[config.mk]
export PLATFORM = sky130hd
export DESIGN_NAME = turtle_pose_tracker_top
export DESIGN_NICKNAME = d
export VERILOG_FILES = /design/src/design/tpt_pkg.sv /design/src/design/tpt_axis_move.sv /design/src/design/turtle_pose_tracker_top.sv
export SDC_FILE = /design/constraint.sdc
export NUM_CORES = 2
export LEC_CHECK = 0
export BUFFER_PORTS_ARGS = -buffer_cell sky130_fd_sc_hd__buf_2
export CORE_MARGIN = 2
export CORE_UTILIZATION = 50
export CTS_BUF_LIST = sky130_fd_sc_hd__clkbuf_8
export CTS_CLUSTER_DIAMETER = 80
export CTS_CLUSTER_SIZE = 28
export DETAILED_ROUTE_END_ITERATION = 12
export MAX_ROUTING_LAYER = met4
export PLACE_DENSITY = 0.65
export SYNTH_ARGS = -nofsm -noshare
export SYNTH_HDL_FRONTEND = slang
export SYNTH_SLANG_ARGS = --single-unit
[constraint.sdc]
create_clock -name aclk -period 23.8 [get_ports aclk]
set_clock_uncertainty 0.2 [all_clocks]
set_input_delay 2.38 -clock aclk [delete_from_list [all_inputs] [get_ports aclk]]
set_output_delay 2.38 -clock aclk [all_outputs]
set_load 0.03 [all_outputs]
[src/design/tpt_pkg.sv]
`timescale 1ns / 1ps
`default_nettype none
// ----------------------------------------------------------------------------
// tpt_pkg
// Shared widths, command codes, sine table and quadrant fold for the turtle
// pose tracker.
// ----------------------------------------------------------------------------
package tpt_pkg;

    localparam int POS_W     = 40;
    localparam int FRAC_BITS = 16;
    localparam int AMOUNT_W  = 14;
    localparam int HEAD_W    = 9;
    localparam int SINE_FRAC = 30;
    localparam int SINE_W    = SINE_FRAC + 1;
    localparam int SINE_N    = 91;
    localparam int IDX_W     = 7;

    localparam int FULL_TURN    = 360;
    localparam int HALF_TURN    = 180;
    localparam int QUARTER_TURN = 90;
    localparam int THREE_QUARTER_TURN = 270;

    // amount mod 360 by reciprocal: q = (amount * MOD_RECIP) >> MOD_SHIFT
    // is the true quotient or one below it
    localparam int MOD_SHIFT = 23;
    localparam int MOD_RECIP = (1 << MOD_SHIFT) / FULL_TURN;
    localparam int RECIP_W   = $clog2(MOD_RECIP + 1);
    localparam int QUOT_W    = $clog2(((1 << AMOUNT_W) / FULL_TURN) + 1);

    localparam int TDATA_IN_W  = 16;
    localparam int TUSER_IN_W  = 2;
    localparam int TDATA_OUT_W = 256;
    localparam int TUSER_OUT_W = 2;

    localparam logic [63:0] PI_Q30 = 64'd3373259426;
    localparam logic [63:0] ONE_Q30 = 64'd1 << SINE_FRAC;

    typedef enum logic [1:0] {
        CMD_RIGHT   = 2'd0,
        CMD_LEFT    = 2'd1,
        CMD_FORWARD = 2'd2,
        CMD_BAD     = 2'd3
    } cmd_t;

    typedef logic [SINE_N-1:0][SINE_W-1:0] sine_table_t;

    typedef struct packed {
        logic             neg;
        logic [IDX_W-1:0] idx;
    } sine_sel_t;

    // Integer Taylor series through the x^17 term, Q30, clamped to 0..1.
    function automatic sine_table_t sine_table_build();
        sine_table_t        tbl;
        logic [63:0]        x;
        logic [63:0]        term;
        logic signed [64:0] sum;
        int                 d;
        int                 k;
        for (d = 0; d < SINE_N; d++) begin
            x    = (64'(d) * PI_Q30 + 64'(QUARTER_TURN)) / 64'(HALF_TURN);
            sum  = $signed({1'b0, x});
            term = x;
            for (k = 1; k <= 8; k++) begin
                term = (term * x) >> SINE_FRAC;
                term = (term * x) >> SINE_FRAC;
                term = term / 64'((2 * k) * (2 * k + 1));
                if (k % 2 == 1) begin
                    sum = sum - $signed({1'b0, term});
                end else begin
                    sum = sum + $signed({1'b0, term});
                end
            end
            if (sum < 0) begin
                sum = '0;
            end
            if (sum > $signed({1'b0, ONE_Q30})) begin
                sum = $signed({1'b0, ONE_Q30});
            end
            tbl[d] = sum[SINE_W-1:0];
        end
        return tbl;
    endfunction

    localparam sine_table_t SINE_TABLE = sine_table_build();

    // Fold a heading 0..359 onto the quarter-wave table.
    function automatic sine_sel_t sine_fold(input logic [HEAD_W-1:0] h);
        sine_sel_t         sel;
        logic [HEAD_W-1:0] t;
        if (h <= HEAD_W'(QUARTER_TURN)) begin
            t       = h;
            sel.neg = 1'b0;
        end else if (h <= HEAD_W'(HALF_TURN)) begin
            t       = HEAD_W'(HALF_TURN) - h;
            sel.neg = 1'b0;
        end else if (h <= HEAD_W'(THREE_QUARTER_TURN)) begin
            t       = h - HEAD_W'(HALF_TURN);
            sel.neg = 1'b1;
        end else begin
            t       = HEAD_W'(FULL_TURN) - h;
            sel.neg = 1'b1;
        end
        sel.idx = t[IDX_W-1:0];
        return sel;
    endfunction

endpackage
`default_nettype wire

[src/design/tpt_axis_move.sv]
`timescale 1ns / 1ps
`default_nettype none
// ----------------------------------------------------------------------------
// tpt_axis_move
// One axis of a forward step: amount times signed sine, rounded to the
// position grid, added to the position with clamping at the range limits.
// ----------------------------------------------------------------------------
module tpt_axis_move (
    input  wire logic signed [tpt_pkg::POS_W-1:0]    pos,
    input  wire logic        [tpt_pkg::AMOUNT_W-1:0] amount,
    input  wire logic        [tpt_pkg::SINE_W-1:0]   sine_mag,
    input  wire logic                                sine_neg,
    input  wire logic                                move_en,
    output logic signed      [tpt_pkg::POS_W-1:0]    pos_new,
    output logic                                     sat
);
    import tpt_pkg::*;

    localparam int SHIFT   = SINE_FRAC - FRAC_BITS;
    localparam int MAG_W   = AMOUNT_W + SINE_W + 1;
    localparam int RND_W   = MAG_W - SHIFT;
    localparam int DELTA_W = RND_W + 1;
    localparam int SUM_W   = ((POS_W > DELTA_W) ? POS_W : DELTA_W) + 1;

    localparam logic [MAG_W-1:0] HALF = MAG_W'(1) << (SHIFT - 1);
    localparam logic signed [SUM_W-1:0] POS_HI =
        SUM_W'($signed({1'b0, {(POS_W - 1){1'b1}}}));
    localparam logic signed [SUM_W-1:0] POS_LO = -POS_HI - SUM_W'(1);

    logic        [MAG_W-1:0]   mag;
    logic        [RND_W-1:0]   rnd;
    logic signed [DELTA_W-1:0] delta;
    logic signed [SUM_W-1:0]   sum;

    always_comb begin
        mag   = MAG_W'(amount) * MAG_W'(sine_mag);
        rnd   = RND_W'((mag + HALF) >> SHIFT);
        delta = sine_neg ? -$signed({1'b0, rnd}) : $signed({1'b0, rnd});
        sum   = SUM_W'(pos) + SUM_W'(delta);
        if (!move_en) begin
            pos_new = pos;
            sat     = 1'b0;
        end else if (sum > POS_HI) begin
            pos_new = POS_HI[POS_W-1:0];
            sat     = 1'b1;
        end else if (sum < POS_LO) begin
            pos_new = POS_LO[POS_W-1:0];
            sat     = 1'b1;
        end else begin
            pos_new = sum[POS_W-1:0];
            sat     = 1'b0;
        end
    end

endmodule
`default_nettype wire

[src/design/turtle_pose_tracker_top.sv]
`timescale 1ns / 1ps
`default_nettype none
// ----------------------------------------------------------------------------
// turtle_pose_tracker_top
// Turtle-graphics pose engine: heading, fixed-point position and bounding box.
// ----------------------------------------------------------------------------
// One command beat in gives one result beat out, carrying the pose and the
// bounding box after that command. A beat goes through two registers: the
// input register, which also reduces the amount mod 360, and the pose
// registers, which double as the result register. The block sustains one
// command per cycle while the result stream is not stalled; that rate is
// set by the pose update loop (heading and
// position feed back into themselves through the sine lookup, one multiply,
// rounding, a saturating add and the box compares). Positions carry 16
// fraction bits in 40 bits, two's complement; a forward move that would leave
// that range clamps at the limit and raises the saturated flag.
module turtle_pose_tracker_top (
    input  wire logic                               aclk,
    input  wire logic                               aresetn,
    // input stream
    input  wire logic                               s_tvalid,
    output logic                                    s_tready,
    input  wire logic [tpt_pkg::TDATA_IN_W-1:0]     s_tdata,  // amount[13:0], pad
    input  wire logic [tpt_pkg::TUSER_IN_W-1:0]     s_tuser,  // cmd[1:0]
    // result stream
    output logic                                    m_tvalid,
    input  wire logic                               m_tready,
    // pos_x[39:0], pos_y[79:40], heading_deg[88:80], box_min_x[128:89],
    // box_max_x[168:129], box_min_y[208:169], box_max_y[248:209], pad
    output logic [tpt_pkg::TDATA_OUT_W-1:0]         m_tdata,
    output logic [tpt_pkg::TUSER_OUT_W-1:0]         m_tuser   // bad_command, saturated
);
    import tpt_pkg::*;

    localparam int PAD_OUT_W = TDATA_OUT_W - (6 * POS_W + HEAD_W);
    localparam int MODW      = AMOUNT_W + 1;

    // input register
    logic                in_valid_reg;
    cmd_t                in_cmd_reg;
    logic [AMOUNT_W-1:0] in_amount_reg;
    logic [HEAD_W-1:0]   in_turn_reg;

    // pose state, also the result register
    logic                     out_valid_reg;
    logic signed [POS_W-1:0]  pos_x_reg, pos_y_reg;
    logic signed [POS_W-1:0]  min_x_reg, max_x_reg, min_y_reg, max_y_reg;
    logic [HEAD_W-1:0]        heading_reg;
    logic                     bad_reg, sat_reg;

    logic                     advance;
    logic                     in_take;

    // amount mod 360, computed ahead of the pose loop
    logic [AMOUNT_W+RECIP_W-1:0] quot_prod;
    logic [QUOT_W-1:0]           quot;
    logic [MODW-1:0]             rem_raw;
    logic [HEAD_W-1:0]           turn_next;

    // pose update
    logic [HEAD_W:0]          head_sum;
    logic [HEAD_W-1:0]        heading_next;
    logic [HEAD_W:0]          cos_sum;
    logic [HEAD_W-1:0]        cos_head;
    sine_sel_t                sin_sel, cos_sel;
    logic                     move_en;
    logic signed [POS_W-1:0]  pos_x_next, pos_y_next;
    logic                     sat_x, sat_y;

    // advance the pose when the result register is free or being drained
    assign advance  = in_valid_reg && (!out_valid_reg || m_tready);
    assign s_tready = !in_valid_reg || advance;
    assign in_take  = s_tvalid && s_tready;

    always_comb begin
        quot_prod = (AMOUNT_W + RECIP_W)'(s_tdata[AMOUNT_W-1:0])
                  * (AMOUNT_W + RECIP_W)'(MOD_RECIP);
        quot      = QUOT_W'(quot_prod >> MOD_SHIFT);
        rem_raw   = MODW'(s_tdata[AMOUNT_W-1:0]) - MODW'(quot) * MODW'(FULL_TURN);
        // one correction step covers a quotient one short
        if (rem_raw >= MODW'(FULL_TURN)) begin
            turn_next = HEAD_W'(rem_raw - MODW'(FULL_TURN));
        end else begin
            turn_next = HEAD_W'(rem_raw);
        end
    end

    always_ff @(posedge aclk) begin
        if (!aresetn) begin
            in_valid_reg <= 1'b0;
        end else if (in_take) begin
            in_valid_reg <= 1'b1;
        end else if (advance) begin
            in_valid_reg <= 1'b0;
        end
    end

    always_ff @(posedge aclk) begin
        if (in_take) begin
            in_cmd_reg    <= cmd_t'(s_tuser);
            in_amount_reg <= s_tdata[AMOUNT_W-1:0];
            in_turn_reg   <= turn_next;
        end
    end

    always_comb begin
        unique case (in_cmd_reg)
            CMD_RIGHT: head_sum = (HEAD_W + 1)'(heading_reg) + (HEAD_W + 1)'(in_turn_reg);
            CMD_LEFT:  head_sum = (HEAD_W + 1)'(heading_reg) + (HEAD_W + 1)'(FULL_TURN)
                                - (HEAD_W + 1)'(in_turn_reg);
            default:   head_sum = (HEAD_W + 1)'(heading_reg);
        endcase
        if (head_sum >= (HEAD_W + 1)'(FULL_TURN)) begin
            heading_next = HEAD_W'(head_sum - (HEAD_W + 1)'(FULL_TURN));
        end else begin
            heading_next = HEAD_W'(head_sum);
        end

        // cosine is the sine a quarter turn ahead
        cos_sum = (HEAD_W + 1)'(heading_reg) + (HEAD_W + 1)'(QUARTER_TURN);
        if (cos_sum >= (HEAD_W + 1)'(FULL_TURN)) begin
            cos_head = HEAD_W'(cos_sum - (HEAD_W + 1)'(FULL_TURN));
        end else begin
            cos_head = HEAD_W'(cos_sum);
        end
        sin_sel = sine_fold(heading_reg);
        cos_sel = sine_fold(cos_head);
        move_en = (in_cmd_reg == CMD_FORWARD);
    end

    tpt_axis_move u_move_x (
        .pos      (pos_x_reg),
        .amount   (in_amount_reg),
        .sine_mag (SINE_TABLE[sin_sel.idx]),
        .sine_neg (sin_sel.neg),
        .move_en  (move_en),
        .pos_new  (pos_x_next),
        .sat      (sat_x)
    );

    tpt_axis_move u_move_y (
        .pos      (pos_y_reg),
        .amount   (in_amount_reg),
        .sine_mag (SINE_TABLE[cos_sel.idx]),
        .sine_neg (cos_sel.neg),
        .move_en  (move_en),
        .pos_new  (pos_y_next),
        .sat      (sat_y)
    );

    // pose, box and flags; the box follows every position reached
    always_ff @(posedge aclk) begin
        if (!aresetn) begin
            out_valid_reg <= 1'b0;
            pos_x_reg     <= '0;
            pos_y_reg     <= '0;
            min_x_reg     <= '0;
            max_x_reg     <= '0;
            min_y_reg     <= '0;
            max_y_reg     <= '0;
            heading_reg   <= '0;
            bad_reg       <= 1'b0;
            sat_reg       <= 1'b0;
        end else begin
            if (advance) begin
                out_valid_reg <= 1'b1;
                pos_x_reg     <= pos_x_next;
                pos_y_reg     <= pos_y_next;
                heading_reg   <= heading_next;
                bad_reg       <= (in_cmd_reg == CMD_BAD);
                sat_reg       <= sat_x || sat_y;
                if (pos_x_next < min_x_reg) begin
                    min_x_reg <= pos_x_next;
                end
                if (pos_x_next > max_x_reg) begin
                    max_x_reg <= pos_x_next;
                end
                if (pos_y_next < min_y_reg) begin
                    min_y_reg <= pos_y_next;
                end
                if (pos_y_next > max_y_reg) begin
                    max_y_reg <= pos_y_next;
                end
            end else if (m_tready) begin
                out_valid_reg <= 1'b0;
            end
        end
    end

    assign m_tvalid = out_valid_reg;
    assign m_tdata  = {{PAD_OUT_W{1'b0}}, max_y_reg, min_y_reg, max_x_reg, min_x_reg,
                       heading_reg, pos_y_reg, pos_x_reg};
    assign m_tuser  = {sat_reg, bad_reg};

    // ------------------------------------------------------------------------
    // checks
    // ------------------------------------------------------------------------
    a_heading_range : assert property (@(posedge aclk) disable iff (!aresetn)
        heading_reg < HEAD_W'(FULL_TURN))
        else $error("heading out of range");

    a_box_holds_pos : assert property (@(posedge aclk) disable iff (!aresetn)
        min_x_reg <= pos_x_reg && pos_x_reg <= max_x_reg &&
        min_y_reg <= pos_y_reg && pos_y_reg <= max_y_reg)
        else $error("bounding box misses current position");

    a_box_holds_origin : assert property (@(posedge aclk) disable iff (!aresetn)
        min_x_reg <= 0 && max_x_reg >= 0 && min_y_reg <= 0 && max_y_reg >= 0)
        else $error("bounding box misses origin");

    a_flags_exclusive : assert property (@(posedge aclk) disable iff (!aresetn)
        !(bad_reg && sat_reg))
        else $error("bad command and saturation together");

    a_stall_holds_pose : assert property (@(posedge aclk) disable iff (!aresetn)
        (m_tvalid && !m_tready) |=> $stable(pos_x_reg) && $stable(heading_reg))
        else $error("pose moved while result stalled");

endmodule
`default_nettype wire
==> impl_metrics.json <==
{
  "whs_path_depth": 2,
  "synth_edf_count": 22,
  "hold_buffers": 0,
  "fin_nets": 9355,
  "grt_busiest_layer": "met2",
  "final_hold_viol_count": 0,
  "grt_pass1_wl_mm": 321,
  "antenna_found_initial": 8,
  "gp_congestion": 1.03,
  "vias": 57200,
  "routed_via_density": 6.01,
  "arrival_ns": 22.84,
  "yosys_warnings": 0,
  "ys_seq_area_frac": 0.0918,
  "dr.pass1.iters": 12,
  "cts_resized": 0,
  "placementRows": 129,
  "r2r_slack_ns": 1.41,
  "slowest_delay_ns": 0.91,
  "synth_cell_types": 125,
  "drc_errors": 20,
  "cts.sinks": 275,
  "core_region_area_um2": 124000,
  "cts_buffers": 21,
  "path_clk_slew_ns": 0.15,
  "fin_setup_tns_ns": 0,
  "yosysMostFrequentCell": "inv_1",
  "ys_ff_latch": 275,
  "hold_class": "register to register",
  "worst_ep_required_time_ns": 24.25,
  "r2r_start": "heading_reg[2]",
  "postRouteAntennaNets": 0,
  "synthFlopType": "dfxtp_1",
  "crit_fanout": 43,
  "gr-usage-all-layers": 0.326,
  "avgSynthCellArea_um2": 7.93,
  "path_common_cell": "o21ai_0",
  "grt-ovfl-total": 0,
  "maxCapViolCount": 0,
  "yosysTopAreaCell": "fa_1",
  "grt_util_met1": 0.407,
  "slew_headroom": 0.158,
  "crit_slowest_cell": "ha_1",
  "use_met3": 0.0344,
  "max_freq_ghz": 0.0447,
  "rsz0062_at_grt": "no",
  "grt_pass1_vias": 56900,
  "area.growth.synth_to_final_pct": 6.16,
  "met2_usage": 0.541,
  "fp.dieW_um": 357,
  "cts_htree_levels": 1,
  "post_cts_buffers": 0,
  "synth_area_leaders": "fa_1, ha_1, dfxtp_1",
  "violations": "design-rule violations",
  "drive_above_1_share": 0.0807,
  "die_h_um": 357,
  "setup_viol_count_final": 0,
  "finalCritPeriodShare": 0.941,
  "clk_latency_ns": 0.71,
  "finalMaxSlewViolations": 0,
  "dpl.hpwl_mm": 158,
  "crit_type": "register to register",
  "wl_per_cell_um": 21.5,
  "r2r-end": "min_y_reg[39]",
  "hp-start": "bad_reg",
  "start_util": 0.504,
  "numPortBuffers": 272,
  "drt_iter0_drc": 4848,
  "async_flop_share": 0,
  "min_to": "bad_reg",
  "drt_wl_total_mm": 204,
  "startpoint_type": "register",
  "status": "finished, violations left",
  "cts-root-buf": "clkbuf_8",
  "syn_inst": 7861,
  "netlist_area_um2": 62400,
  "yosys-top-cells-count": "inv_1, nand2_1, fa_1",
  "period_needed_ns": 22.39,
  "grt_max_degree": 94,
  "pin_count": 282,
  "worst_slew_pin_slew_ns": 1.26,
  "cts_tree": "built",
  "reg2reg_depth": 75,
  "clk_path_buf_depth": 3,
  "dieArea_um2": 128000,
  "worstSetupEndpointType": "register",
  "yosysTopAreaCellShare": 0.240,
  "fillers": 11900
}
logic make-up (layout without fill, tap and decap cells):
group,count (synthesis),in the layout,share of synthesized area
other,1,13,0.0000601
and+or+nand+nor,2472,2472,0.186
adders and majority gates,1484,1484,0.387
buffers and inverters,1495,1495,0.0916
DFF,275,275,0.0918
muxes,142,142,0.0239
AOI/OAI and AO/OA,1762,1762,0.186
xor gates and xnor gates,230,230,0.0328
cells in the final DEF (no fill, tap or decap), types with 111 or more instances in the layout:
cell / instances
buf_4: 172
a21o_1: 121
nand3_1: 131
fa_1: 747
and2_1: 314
nor3_1: 119
dfxtp_1: 252
a211oi_1: 111
mux2i_1: 125
inv_1: 998
nor2_1: 521
o21ai_0: 420
ha_1: 732
nand2_1: 956
buf_2: 271
a21oi_1: 453
xnor2_1: 147
layer usage:
layer,wire (um),up-vias,part of all wire
li1,-,26400,-
met1,83700,28200,0.41
met2,97600,2098,0.48
met3,13100,464,0.064
met4,10100,0,0.049
met5,0,-,0
metrics by stage:
stage                     setup slack (ns)  utilization  hold slack (ns)  area (um^2)  std cells
after CTS                             1.79        0.535            0.264        66200       9504
final                                 1.41        0.535            0.261        66200       9510
after detailed placement              1.93        0.530            0.244        65600       9468
after global routing                 0.212        0.535            0.301        66200       9509
after global placement                2.08        0.530            0.239        65600       9468
after floorplan                       4.84            -            0.232        62400       7867
worst max-delay path by stage:
stage,cells after the start,from,end,slack (ns)
floorplan,79,heading_reg[0],min_x_reg[29],4.84
global placement,76,heading_reg[2],min_y_reg[19],2.08
detailed placement,75,heading_reg[2],min_y_reg[4],1.93
CTS,75,heading_reg[2],min_y_reg[39],1.79
global route,75,heading_reg[2],min_y_reg[4],0.21
finish,75,heading_reg[2],min_y_reg[39],1.41
critical path: cells and delay by family (launching register included):
family,cells,cell delay [ns]
AND/OR/NAND/NOR,17,4.42
multiplexers,2,0.64
flip-flops,1,0.75
AO/OA/AOI/OAI,33,7.90
adder cells (fa/ha/maj),12,5.99
XOR/XNOR,2,0.52
buffers and inverters,9,1.82
cell type report:
cell class | count | area, um^2 | share of cell area
multi-input combinational | 6097 | 51300 | 0.775
sequential | 275 | 5730 | 0.0865
antenna | 6 | 15.0 | 0.000227
inverter | 1009 | 3790 | 0.0573
clock inverter | 14 | 256 | 0.00387
tap | 1637 | 2050 | 0.0309
clock buffer | 22 | 303 | 0.00457
timing repair buffer | 450 | 2790 | 0.0421
Power is not shown: default switching activity piles up to over one toggle a cycle in this logic, so the estimate is an artifact.
